--- config.mk ---
export PLATFORM = sky130hd
export DESIGN_NAME = sha256_byte_stream_hasher_flat
export DESIGN_NICKNAME = d
export VERILOG_FILES = /design/src/hdl/sha_pkg.sv /design/src/hdl/sha_in_if.sv /design/src/hdl/sha_out_if.sv /design/src/hdl/sha256_byte_stream_hasher.sv /design/src/hdl/sha_front.sv /design/src/hdl/sha_back.sv /design/src/flat_wrapper.sv
export SDC_FILE = /design/constraint.sdc
export NUM_CORES = 2
export LEC_CHECK = 0
export ABC_AREA = 1
export BUFFER_PORTS_ARGS = -buffer_cell sky130_fd_sc_hd__buf_2
export CAP_MARGIN = 20
export CELL_PAD_IN_SITES_DETAIL_PLACEMENT = 1
export CELL_PAD_IN_SITES_GLOBAL_PLACEMENT = 2
export CORE_MARGIN = 4
export CORE_UTILIZATION = 36
export DETAILED_ROUTE_END_ITERATION = 6
export PLACE_DENSITY_LB_ADDON = 0.1
export SETUP_SLACK_MARGIN = 0.05
export SKIP_LAST_GASP = 1
export SLEW_MARGIN = 20
export SYNTH_ARGS = -nofsm -noshare
export SYNTH_HDL_FRONTEND = slang
export SYNTH_SLANG_ARGS = --single-unit
export TNS_END_PERCENT = 10
--- constraint.sdc ---
create_clock -name clk -period 12.3 [get_ports clk]
set_input_delay 2.46 -clock clk [delete_from_list [all_inputs] [get_ports clk]]
set_output_delay 2.46 -clock clk [all_outputs]
set_load 0.005 [all_outputs]
--- src/hdl/sha_pkg.sv ---
// Shared types, constants and round functions of the SHA-256 byte-stream hasher.
`timescale 1ns / 1ps
`default_nettype none
package sha_pkg;

    // One input item as it travels through the queue.
    typedef struct packed {
        logic [7:0] msg_byte;
        logic       byte_present;
        logic       end_of_message;
    } item_t;

    // Head of the item queue as seen by the back part.
    typedef struct packed {
        logic  valid;
        item_t item;
    } queue_head_t;

    // Back part sequencer states.
    typedef enum logic [2:0] {
        ST_FETCH,
        ST_PAD,
        ST_ROUND,
        ST_ADD
    } back_state_t;

    localparam logic [7:0] PAD_BYTE = 8'h80;
    localparam logic [5:0] LEN_POS  = 6'd56;

    localparam logic [7:0][31:0] INIT_HASH = {
        32'h5be0cd19, 32'h1f83d9ab, 32'h9b05688c, 32'h510e527f,
        32'ha54ff53a, 32'h3c6ef372, 32'hbb67ae85, 32'h6a09e667
    };

    localparam logic [63:0][31:0] ROUND_K = {
        32'hc67178f2, 32'hbef9a3f7, 32'ha4506ceb, 32'h90befffa,
        32'h8cc70208, 32'h84c87814, 32'h78a5636f, 32'h748f82ee,
        32'h682e6ff3, 32'h5b9cca4f, 32'h4ed8aa4a, 32'h391c0cb3,
        32'h34b0bcb5, 32'h2748774c, 32'h1e376c08, 32'h19a4c116,
        32'h106aa070, 32'hf40e3585, 32'hd6990624, 32'hd192e819,
        32'hc76c51a3, 32'hc24b8b70, 32'ha81a664b, 32'ha2bfe8a1,
        32'h92722c85, 32'h81c2c92e, 32'h766a0abb, 32'h650a7354,
        32'h53380d13, 32'h4d2c6dfc, 32'h2e1b2138, 32'h27b70a85,
        32'h14292967, 32'h06ca6351, 32'hd5a79147, 32'hc6e00bf3,
        32'hbf597fc7, 32'hb00327c8, 32'ha831c66d, 32'h983e5152,
        32'h76f988da, 32'h5cb0a9dc, 32'h4a7484aa, 32'h2de92c6f,
        32'h240ca1cc, 32'h0fc19dc6, 32'hefbe4786, 32'he49b69c1,
        32'hc19bf174, 32'h9bdc06a7, 32'h80deb1fe, 32'h72be5d74,
        32'h550c7dc3, 32'h243185be, 32'h12835b01, 32'hd807aa98,
        32'hab1c5ed5, 32'h923f82a4, 32'h59f111f1, 32'h3956c25b,
        32'he9b5dba5, 32'hb5c0fbcf, 32'h71374491, 32'h428a2f98
    };

    function automatic logic [31:0] rotr(input logic [31:0] x, input int n);
        return (x >> n) | (x << (32 - n));
    endfunction

    function automatic logic [31:0] big_sigma0(input logic [31:0] x);
        return rotr(x, 2) ^ rotr(x, 13) ^ rotr(x, 22);
    endfunction

    function automatic logic [31:0] big_sigma1(input logic [31:0] x);
        return rotr(x, 6) ^ rotr(x, 11) ^ rotr(x, 25);
    endfunction

    function automatic logic [31:0] small_sigma0(input logic [31:0] x);
        return rotr(x, 7) ^ rotr(x, 18) ^ (x >> 3);
    endfunction

    function automatic logic [31:0] small_sigma1(input logic [31:0] x);
        return rotr(x, 17) ^ rotr(x, 19) ^ (x >> 10);
    endfunction

endpackage
`default_nettype wire

--- src/hdl/sha_in_if.sv ---
// Input channel: one message byte with its flags per transfer.
`timescale 1ns / 1ps
`default_nettype none
interface sha_in_if;
    logic       valid;
    logic       ready;
    logic [7:0] msg_byte;
    logic       byte_present;
    logic       end_of_message;

    modport source (output valid, output msg_byte, output byte_present,
                    output end_of_message, input ready);
    modport sink (input valid, input msg_byte, input byte_present,
                  input end_of_message, output ready);
endinterface
`default_nettype wire

--- src/hdl/sha_out_if.sv ---
// Output channel: the eight digest words of one message per transfer.
`timescale 1ns / 1ps
`default_nettype none
interface sha_out_if;
    logic        valid;
    logic        ready;
    logic [31:0] digest_w0;
    logic [31:0] digest_w1;
    logic [31:0] digest_w2;
    logic [31:0] digest_w3;
    logic [31:0] digest_w4;
    logic [31:0] digest_w5;
    logic [31:0] digest_w6;
    logic [31:0] digest_w7;

    modport source (output valid, output digest_w0, output digest_w1, output digest_w2,
                    output digest_w3, output digest_w4, output digest_w5,
                    output digest_w6, output digest_w7, input ready);
    modport sink (input valid, input digest_w0, input digest_w1, input digest_w2,
                  input digest_w3, input digest_w4, input digest_w5,
                  input digest_w6, input digest_w7, output ready);
endinterface
`default_nettype wire

--- src/hdl/sha256_byte_stream_hasher.sv ---
// Top level of the SHA-256 byte-stream hasher.
// Computes the SHA-256 digest of a message fed one byte per transfer. The back part
// takes one queued byte per cycle while it is not compressing or padding, and runs
// every full 64-byte block through 64 rounds of one shared round unit plus the
// chaining add. The item that ends a message adds padding at one byte per cycle and
// one or two further compressions, depending on where the pad byte lands.
// A two-entry queue in front lets bytes arrive while a block is compressed;
// the digest sits in an output register so the next message can start meanwhile.
`timescale 1ns / 1ps
`default_nettype none
module sha256_byte_stream_hasher (
    input  wire logic clk,
    input  wire logic rst_n,
    sha_in_if.sink    in_ch,
    sha_out_if.source out_ch
);
    import sha_pkg::*;

    queue_head_t head;
    logic        pop;

    sha_front u_front (
        .clk   (clk),
        .rst_n (rst_n),
        .in_ch (in_ch),
        .head  (head),
        .pop   (pop)
    );

    sha_back u_back (
        .clk    (clk),
        .rst_n  (rst_n),
        .head   (head),
        .pop    (pop),
        .out_ch (out_ch)
    );

    // The back part never takes an item from an empty queue.
    assert property (@(posedge clk) disable iff (!rst_n) pop |-> head.valid)
        else $error("item taken from empty queue");

    // A stalled input side means the queue holds items.
    assert property (@(posedge clk) disable iff (!rst_n) !in_ch.ready |-> head.valid)
        else $error("input stalled with empty queue");

    // A digest waiting for transfer stays offered.
    assert property (@(posedge clk) disable iff (!rst_n)
                     out_ch.valid && !out_ch.ready |=> out_ch.valid)
        else $error("digest dropped before transfer");
endmodule
`default_nettype wire

--- src/hdl/sha_front.sv ---
// Front part: accepts items, drops those with no effect, and queues the rest.
`timescale 1ns / 1ps
`default_nettype none
module sha_front (
    input  wire logic               clk,
    input  wire logic               rst_n,
    sha_in_if.sink                  in_ch,
    output sha_pkg::queue_head_t    head,
    input  wire logic               pop
);
    import sha_pkg::*;

    item_t      entry_reg [2];
    logic       wr_ptr_reg, wr_ptr_next;
    logic       rd_ptr_reg, rd_ptr_next;
    logic [1:0] count_reg, count_next;
    logic       push;
    logic       do_pop;

    // An absent byte that does not end the message changes nothing.
    assign in_ch.ready = (count_reg != 2'd2);
    assign push   = in_ch.valid && in_ch.ready && (in_ch.byte_present || in_ch.end_of_message);
    assign do_pop = pop && (count_reg != 2'd0);

    assign head.valid = (count_reg != 2'd0);
    assign head.item  = entry_reg[rd_ptr_reg];

    // Queue pointers and fill count.
    always_comb
    begin
        wr_ptr_next = wr_ptr_reg ^ push;
        rd_ptr_next = rd_ptr_reg ^ do_pop;
        count_next  = count_reg + {1'b0, push} - {1'b0, do_pop};
    end

    always_ff @(posedge clk or negedge rst_n)
    begin
        if (!rst_n)
        begin
            wr_ptr_reg <= 1'b0;
            rd_ptr_reg <= 1'b0;
            count_reg  <= 2'd0;
        end
        else
        begin
            wr_ptr_reg <= wr_ptr_next;
            rd_ptr_reg <= rd_ptr_next;
            count_reg  <= count_next;
        end
    end

    // Queue storage.
    always_ff @(posedge clk)
    begin
        if (push)
        begin
            entry_reg[wr_ptr_reg] <= '{msg_byte: in_ch.msg_byte,
                                       byte_present: in_ch.byte_present,
                                       end_of_message: in_ch.end_of_message};
        end
    end
endmodule
`default_nettype wire

--- src/hdl/sha_back.sv ---
// Back part: byte intake, padding, 64-round compression and digest register.
`timescale 1ns / 1ps
`default_nettype none
module sha_back (
    input  wire logic               clk,
    input  wire logic               rst_n,
    input  wire sha_pkg::queue_head_t head,
    output logic                    pop,
    sha_out_if.source               out_ch
);
    import sha_pkg::*;

    back_state_t      state_reg, state_next;
    logic [15:0][31:0] w_reg, w_next;
    logic [7:0][31:0] v_reg, v_next;
    logic [7:0][31:0] h_reg, h_next;
    logic [7:0][31:0] dig_reg, dig_next;
    logic [7:0][31:0] sums;
    logic             dig_valid_reg, dig_valid_next;
    logic [63:0]      bits_reg, bits_next;
    logic [5:0]       pos_reg, pos_next;
    logic [5:0]       rnd_reg, rnd_next;
    logic             padding_reg, padding_next;
    logic             first_reg, first_next;
    logic             len_ok_reg, len_ok_next;
    logic             final_reg, final_next;
    logic             shift_en;
    logic [7:0]       shift_byte;
    logic [7:0]       len_byte;
    logic [31:0]      w_new, t1, t2;

    // Length byte for buffer positions 56 to 63, most significant first.
    assign len_byte = bits_reg[{3'd7 - pos_reg[2:0], 3'b000} +: 8];

    // Round datapath: the window holds W[t] to W[t+15], W[t] on top.
    assign w_new = small_sigma1(w_reg[1]) + w_reg[6] + small_sigma0(w_reg[14]) + w_reg[15];
    assign t1 = v_reg[7] + big_sigma1(v_reg[4]) + ((v_reg[4] & v_reg[5]) ^ (~v_reg[4] & v_reg[6]))
              + ROUND_K[rnd_reg] + w_reg[15];
    assign t2 = big_sigma0(v_reg[0])
              + ((v_reg[0] & v_reg[1]) ^ (v_reg[0] & v_reg[2]) ^ (v_reg[1] & v_reg[2]));

    always_comb
    begin
        for (int i = 0; i < 8; i++)
        begin
            sums[i] = h_reg[i] + v_reg[i];
        end
    end

    // Sequencer.
    always_comb
    begin
        state_next     = state_reg;
        w_next         = w_reg;
        v_next         = v_reg;
        h_next         = h_reg;
        dig_next       = dig_reg;
        dig_valid_next = dig_valid_reg && !out_ch.ready;
        bits_next      = bits_reg;
        pos_next       = pos_reg;
        rnd_next       = rnd_reg;
        padding_next   = padding_reg;
        first_next     = first_reg;
        len_ok_next    = len_ok_reg;
        final_next     = final_reg;
        pop            = 1'b0;
        shift_en       = 1'b0;
        shift_byte     = head.item.msg_byte;

        unique case (state_reg)
            ST_FETCH:
            begin
                if (head.valid)
                begin
                    pop = 1'b1;
                    if (head.item.end_of_message)
                    begin
                        padding_next = 1'b1;
                        first_next   = 1'b1;
                        len_ok_next  = 1'b0;
                        final_next   = 1'b0;
                        state_next   = ST_PAD;
                    end
                    if (head.item.byte_present)
                    begin
                        shift_en  = 1'b1;
                        bits_next = bits_reg + 64'd8;
                        pos_next  = pos_reg + 6'd1;
                        if (pos_reg == 6'd63)
                        begin
                            v_next     = h_reg;
                            rnd_next   = 6'd0;
                            state_next = ST_ROUND;
                        end
                    end
                end
            end
            ST_PAD:
            begin
                shift_en   = 1'b1;
                first_next = 1'b0;
                pos_next   = pos_reg + 6'd1;
                if (first_reg)
                begin
                    shift_byte = PAD_BYTE;
                    if (pos_reg < LEN_POS)
                    begin
                        len_ok_next = 1'b1;
                    end
                end
                else if (len_ok_reg && pos_reg >= LEN_POS)
                begin
                    shift_byte = len_byte;
                end
                else
                begin
                    shift_byte = 8'h00;
                end
                if (pos_reg == 6'd63)
                begin
                    final_next = len_ok_reg && !first_reg;
                    v_next     = h_reg;
                    rnd_next   = 6'd0;
                    state_next = ST_ROUND;
                end
            end
            ST_ROUND:
            begin
                w_next   = {w_reg[14:0], w_new};
                v_next   = {v_reg[6:4], v_reg[3] + t1, v_reg[2:0], t1 + t2};
                rnd_next = rnd_reg + 6'd1;
                if (rnd_reg == 6'd63)
                begin
                    state_next = ST_ADD;
                end
            end
            ST_ADD:
            begin
                if (final_reg)
                begin
                    // Wait until the digest register is free.
                    if (!dig_valid_reg || out_ch.ready)
                    begin
                        dig_next       = sums;
                        dig_valid_next = 1'b1;
                        h_next         = INIT_HASH;
                        bits_next      = 64'd0;
                        padding_next   = 1'b0;
                        final_next     = 1'b0;
                        state_next     = ST_FETCH;
                    end
                end
                else
                begin
                    h_next = sums;
                    if (padding_reg)
                    begin
                        if (!first_reg)
                        begin
                            len_ok_next = 1'b1;
                        end
                        state_next = ST_PAD;
                    end
                    else
                    begin
                        state_next = ST_FETCH;
                    end
                end
            end
            default:
            begin
                state_next = ST_FETCH;
            end
        endcase

        if (shift_en)
        begin
            w_next = {w_reg[15][23:0], w_reg[14:0], shift_byte};
        end
    end

    // Control registers.
    always_ff @(posedge clk or negedge rst_n)
    begin
        if (!rst_n)
        begin
            state_reg     <= ST_FETCH;
            h_reg         <= INIT_HASH;
            dig_valid_reg <= 1'b0;
            bits_reg      <= 64'd0;
            pos_reg       <= 6'd0;
            rnd_reg       <= 6'd0;
            padding_reg   <= 1'b0;
            first_reg     <= 1'b0;
            len_ok_reg    <= 1'b0;
            final_reg     <= 1'b0;
        end
        else
        begin
            state_reg     <= state_next;
            h_reg         <= h_next;
            dig_valid_reg <= dig_valid_next;
            bits_reg      <= bits_next;
            pos_reg       <= pos_next;
            rnd_reg       <= rnd_next;
            padding_reg   <= padding_next;
            first_reg     <= first_next;
            len_ok_reg    <= len_ok_next;
            final_reg     <= final_next;
        end
    end

    // Payload registers.
    always_ff @(posedge clk)
    begin
        w_reg   <= w_next;
        v_reg   <= v_next;
        dig_reg <= dig_next;
    end

    assign out_ch.valid     = dig_valid_reg;
    assign out_ch.digest_w0 = dig_reg[0];
    assign out_ch.digest_w1 = dig_reg[1];
    assign out_ch.digest_w2 = dig_reg[2];
    assign out_ch.digest_w3 = dig_reg[3];
    assign out_ch.digest_w4 = dig_reg[4];
    assign out_ch.digest_w5 = dig_reg[5];
    assign out_ch.digest_w6 = dig_reg[6];
    assign out_ch.digest_w7 = dig_reg[7];
endmodule
`default_nettype wire

--- src/flat_wrapper.sv ---
// flat-port wrapper written by rule: the top's interface ports become plain ports
module sha256_byte_stream_hasher_flat import sha_pkg::*;
  (clk, rst_n, in_ch_valid, in_ch_msg_byte, in_ch_byte_present, in_ch_end_of_message, in_ch_ready, out_ch_valid, out_ch_digest_w0, out_ch_digest_w1, out_ch_digest_w2, out_ch_digest_w3, out_ch_digest_w4, out_ch_digest_w5, out_ch_digest_w6, out_ch_digest_w7, out_ch_ready);
  sha_in_if in_ch_i ();
  sha_out_if out_ch_i ();
  input  wire logic clk;
  input  wire logic rst_n;
  input wire logic [$bits(in_ch_i.valid)-1:0] in_ch_valid;
  input wire logic [$bits(in_ch_i.msg_byte)-1:0] in_ch_msg_byte;
  input wire logic [$bits(in_ch_i.byte_present)-1:0] in_ch_byte_present;
  input wire logic [$bits(in_ch_i.end_of_message)-1:0] in_ch_end_of_message;
  output wire logic [$bits(in_ch_i.ready)-1:0] in_ch_ready;
  output wire logic [$bits(out_ch_i.valid)-1:0] out_ch_valid;
  output wire logic [$bits(out_ch_i.digest_w0)-1:0] out_ch_digest_w0;
  output wire logic [$bits(out_ch_i.digest_w1)-1:0] out_ch_digest_w1;
  output wire logic [$bits(out_ch_i.digest_w2)-1:0] out_ch_digest_w2;
  output wire logic [$bits(out_ch_i.digest_w3)-1:0] out_ch_digest_w3;
  output wire logic [$bits(out_ch_i.digest_w4)-1:0] out_ch_digest_w4;
  output wire logic [$bits(out_ch_i.digest_w5)-1:0] out_ch_digest_w5;
  output wire logic [$bits(out_ch_i.digest_w6)-1:0] out_ch_digest_w6;
  output wire logic [$bits(out_ch_i.digest_w7)-1:0] out_ch_digest_w7;
  input wire logic [$bits(out_ch_i.ready)-1:0] out_ch_ready;
  assign in_ch_i.valid = in_ch_valid;
  assign in_ch_i.msg_byte = in_ch_msg_byte;
  assign in_ch_i.byte_present = in_ch_byte_present;
  assign in_ch_i.end_of_message = in_ch_end_of_message;
  assign in_ch_ready = in_ch_i.ready;
  assign out_ch_valid = out_ch_i.valid;
  assign out_ch_digest_w0 = out_ch_i.digest_w0;
  assign out_ch_digest_w1 = out_ch_i.digest_w1;
  assign out_ch_digest_w2 = out_ch_i.digest_w2;
  assign out_ch_digest_w3 = out_ch_i.digest_w3;
  assign out_ch_digest_w4 = out_ch_i.digest_w4;
  assign out_ch_digest_w5 = out_ch_i.digest_w5;
  assign out_ch_digest_w6 = out_ch_i.digest_w6;
  assign out_ch_digest_w7 = out_ch_i.digest_w7;
  assign out_ch_i.ready = out_ch_ready;
  sha256_byte_stream_hasher u_core (.clk(clk), .rst_n(rst_n), .in_ch(in_ch_i), .out_ch(out_ch_i));
endmodule
-- After elaboration in Yosys (flattened, before gate mapping)
Memories as Yosys holds them, arrays and structs flattened.
Index checks and enable logic that the tools add are counted.
- bits in registers: 1368
- RAM bits: 20
- memory bits (read-only): 2048
- output and inout port bits: 258
- word-level logic and storage cells: 221
- memories kept: 2
- memories (name ; words ; bits a word ; read ports ; clocked after memory_dff ; write ports ; RTL line ; source):
    (no name shown) ; 64 ; 32 ; 1 ; 0 ; 0 ; sha_back.sv:38 ; + ROUND_K[rnd_reg] + w_reg[15];
    u_core.u_front.entry_reg ; 2 ; 10 ; 1 ; 0 ; 1 ; sha_front.sv:13 ; item_t entry_reg [2];
- add/sub/neg operators: 24
- $lt $le $gt $ge: 3
- eq/ne operators: 20
- shifts and indexed selects: 1
- muxes and demuxes: 62
- bitwise logic cells: 29
- reduce and logical (&&, ||, !) cells: 28
- operator list (cell ; number):
    $mux W256 ; 5
    $mux W512 ; 2
    $pmux W256 S3 ; 1
    $add A32 B32 Y32 ; 18
    $xor A32 B32 Y32 ; 9
    $mux W64 ; 4
    $and A32 B32 Y32 ; 5
    $pmux W64 S2 ; 1
    $add A64 B4 Y64 const B ; 1
    $shiftx A64 B7 Y8 ; 1
    $mux W32 ; 1
    $not A32 Y32 ; 1
    $or A10 B32 Y32 ; 1
    $or A13 B32 Y32 ; 1
    $or A14 B32 Y32 ; 1
    $or A15 B32 Y32 ; 1
    $or A19 B32 Y32 ; 1
    $or A21 B32 Y32 ; 1
    $or A25 B32 Y32 ; 1
    $or A26 B32 Y32 ; 1
    $or A30 B32 Y32 ; 1
    $or A7 B32 Y32 ; 1
    $xor A32 B22 Y32 ; 1
    $xor A32 B29 Y32 ; 1
    other kinds (34) ; 106

-- Longest topological paths before layout
- depth after elaboration: 9
- depth in mapped cells: 40
- depth with buffers taken out: 39

-- Cells and area by module
A second synthesis with hierarchy kept.
- cells, all modules: 10428
- area, all modules: 88519.9 um2
- by module, submodules not included (module ; times used ; cells an instance ; area each (um2) ; seq. area each (um2)):
    sha_back ; 1 ; 10348 ; 87550.2 ; 39352.7
    sha_front ; 1 ; 80 ; 969.7 ; 700.7

-- Worst setup path before layout
No wires, ideal clock.
- kind: input to register
- from: in out_ch_ready
- to: reg u_core.u_back.w_reg[0] in the netlist's numbering (enable)
- arrival: 11962 ps
- data required time: 8636 ps
- slack: -3327 ps
- stages: 12
- path buffers: 3
- cell sequence: or2_2 > nand2_1 > nand2_2 > nand2_4 > inv_4 > nand2_2 > nand2_4 > inv_2 > buf_6 > buf_4 > buf_2 > nand2_1
- RTL lines (what ; RTL line ; source):
    start, declared ; flat_wrapper.sv:22 ; input wire logic [$bits(out_ch_i.ready)-1:0] out_ch_ready;
    end signal, assigned ; sha_back.sv:216 ; w_reg <= w_next;
    end, declared ; sha_back.sv:14 ; logic [15:0][31:0] w_reg, w_next;

==> flow_summary_export.csv <==
group,metric,value,unit
outcome,outcome,"complete, no violations",
die,ios,272,
synthesis,ys_ff_latch,1385,
placed_design,portBuffers,271,
global_routing,grt_pass1_wl,549000,um
routing,antenna_left,0,
synthesis,syn_area_per_cell,8.56,um2
setup_path,path_class,"reg -> reg",
synthesis,syn-cell-area,87800,um2
routing,via_per_inst,5.31,
routing,drc,0,
synthesis,synth_flop_cell,"edfxtp_1",
synthesis,ys_seq_area_frac,0.456,
timing,rsz0062_at_grt,"no",
cts,cts_sinks,1385,
cts,worstSkewPairLatency,0.86,ns
cells_and_area,nFillCells,28489,
routing,drt_pass1_iterations,6,
global_routing,first_global_vias,77090,
timing,fmax,117,MHz
global_routing,antenna_found_initial,13,
cts,cts_root_buf,"clkbuf_16",
synthesis,synthTopCellsByCount,"nand2_1, inv_1, edfxtp_1",
timing,tightest_slew,1.12,ns
synthesis,synth.largest_area_cell,"edfxtp_1",
setup_path,rrSetupSlack,3.72,ns
die,core,243000,um2
cells_and_area,final_cells,13744,
job,maxCapViolCount,0,
setup_path,cp.required,12.87,ns
cts,post-cts-setup-buffers,0,
routing,wl,383000,um
placed_design,gp_congestion,0.973,
setup_path,crit_path_max_fanout,13,
cells_and_area,syn_to_final_growth,11.7,%
cts,clockBufferDepth,3,
setup_path,arrival,9.14,ns
placed_design,place_inst,13425,
timing,final_max_slew_viol_count,0,
timing,slew_headroom,0.252,
die,initial_utilization,0.361,
synthesis,synth_area_leaders,"edfxtp_1, nand2_1, dfrtp_1",
cells_and_area,largest_register_ffs,512,
die,die_x,502,um
setup_path,crit_path_end_kind,"flop",
synthesis,synth_cell_types,65,
synthesis,synth_fp_nets,10877,
routing,drt_iter0_drc,5085,
synthesis,async_flop_share,0.246,
timing,worst_slack,3.72,ns
placed_design,pre_cts_slack,3.80,ns
setup_path,crit_path_max_incr_delay,0.69,ns
cts,post_cts_resized,0,
cts,numCtsBuffers,166,
hold_path,hold_class,"reg -> reg",
global_routing,grt_overflow,0,
timing,setup_viol,0,
cells_and_area,drive_above_1_share,0.0780,
timing,fin_worst_skew,0.0920,ns
cts,cts_hold_buffers,0,
placed_design,dp.final_hpwl,299000,um
timing,finalCritPeriodShare,0.697,
die,die_h,502,um
setup_path,start_kind,"flop",
timing,min_period,8.58,ns
cts,htree_levels,4,
global_routing,grtUsageTotal,0.299,
die,die-area,252000,um2
cts,clk_pin_slew,0.06,ns
setup_path,slowest_stage,"xor2_1",
cells_and_area,layout.nets,11005,
cts,tritoncts,"built",
synthesis,synthCells,10264,
timing,hold_violations,0,
timing,hold-worst-slack,0.485,ns
synthesis,synth_top_area_frac,0.357,
synthesis,ys_warn_count,0,
routing,wl_per_cell,27.9,um
setup_path,worst_path_most_repeated_cell,"nand2_1",
synthesis,synth_edf_count,1044,
die,placementRows,181,
synthesis,synth_most_common_cell,"nand2_1",
routing,num_vias,73049,
global_routing,grt_max_degree,205,
==> metal layers <==
metal / global-route usage / up-vias / share of wire
met1: 0.361 / 36988 / 0.41
met5: 0 / - / 0.00015
li1: - / 34027 / -
met2: 0.536 / 1474 / 0.50
met3: 0.0343 / 552 / 0.033
met4: 0.132 / 8 / 0.052
==> worst max-delay path: cells and delay by family, from the launching register on <==
kind	cells	cell delay, ns
buffers and inverters	7	1.12
AND/OR/NAND/NOR	16	2.38
flip-flops	1	0.65
XOR/XNOR	1	0.69
AO/OA/AOI/OAI	5	0.90
adder cells (fa/ha/maj)	6	2.57
==> path summary, 6_finish.rpt <==
kind | to | from | cells past startpoint
max | u_core.u_back.v_reg[27] | u_core.u_back.rnd_reg[0] | 35
min reg2reg | u_core.u_back.h_reg[228] | u_core.u_back.h_reg[228] | 2
min in group asynchronous | u_core.u_back.h_reg[117] | rst_n | 1
min | u_core.u_back.h_reg[228] | u_core.u_back.h_reg[228] | 2
max in group asynchronous | u_core.u_back.h_reg[166] | rst_n | 3
max reg2reg | u_core.u_back.v_reg[27] | u_core.u_back.rnd_reg[0] | 35
==> metrics by stage <==
stage / cell area (um2) / setup TNS, ns / utilization
2_1_floorplan: 87800 / -58.01 / -
3_3_place_gp: 92300 / 0 / 0.380
3_5_place_dp: 92300 / 0 / 0.380
4_1_cts: 98100 / 0 / 0.404
5_1_grt: 98100 / 0 / 0.404
6_report: 98100 / 0 / 0.404
==> placed cells by master, fill, tap and decap left out, types with 32 or more instances in the layout <==
cell type     n
nor2_1      610
o21bai_1     83
a22oi_1      44
a21oi_1     531
a21boi_0     36
a31oi_1      45
dfrtp_1     205
inv_1      1299
nor3_1      121
clkbuf_1     34
dfstp_2     136
o21a_1       34
or2_2        32
nor4_1       38
a21o_1       41
o21ai_0     739
nand3_1     314
fa_1        197
xnor2_1     195
buf_4        59
clkbuf_16   166
nand4_1      48
buf_2       270
o21ai_1      33
edfxtp_1   1044
and2_1       32
xor2_1      354
ha_1        402
o22ai_1      33
nand2_1    2962
==> final cells by class <==
type,count,area [um2],area share
clock inverter,97,1270,0.0130
multi-input combinational,7186,41400,0.422
inverter,1315,4970,0.0506
antenna,8,20.0,0.000204
timing repair buffer,338,1960,0.0200
clock buffer,213,4460,0.0455
sequential,1385,40100,0.408
tap,3202,4010,0.0408
==> kinds of logic (layout without fill, tap and decap cells) <==
| logic type | Yosys count | count (layout) | share of synthesized area |
|---|---|---|---|
| compound gates | 1795 | 1795 | 0.117 |
| simple gates | 4212 | 4212 | 0.193 |
| flops | 1385 | 1385 | 0.456 |
| other cells | 1 | 9 | 0.0000427 |
| fa+ha+maj | 601 | 601 | 0.102 |
| buf+inv | 1693 | 1963 | 0.0737 |
| mux | 28 | 28 | 0.00355 |
| xor+xnor | 549 | 549 | 0.0547 |
Power is left out: the tool's default activity adds up to more than one toggle a clock period on the data nets, which glitch-free logic cannot reach.
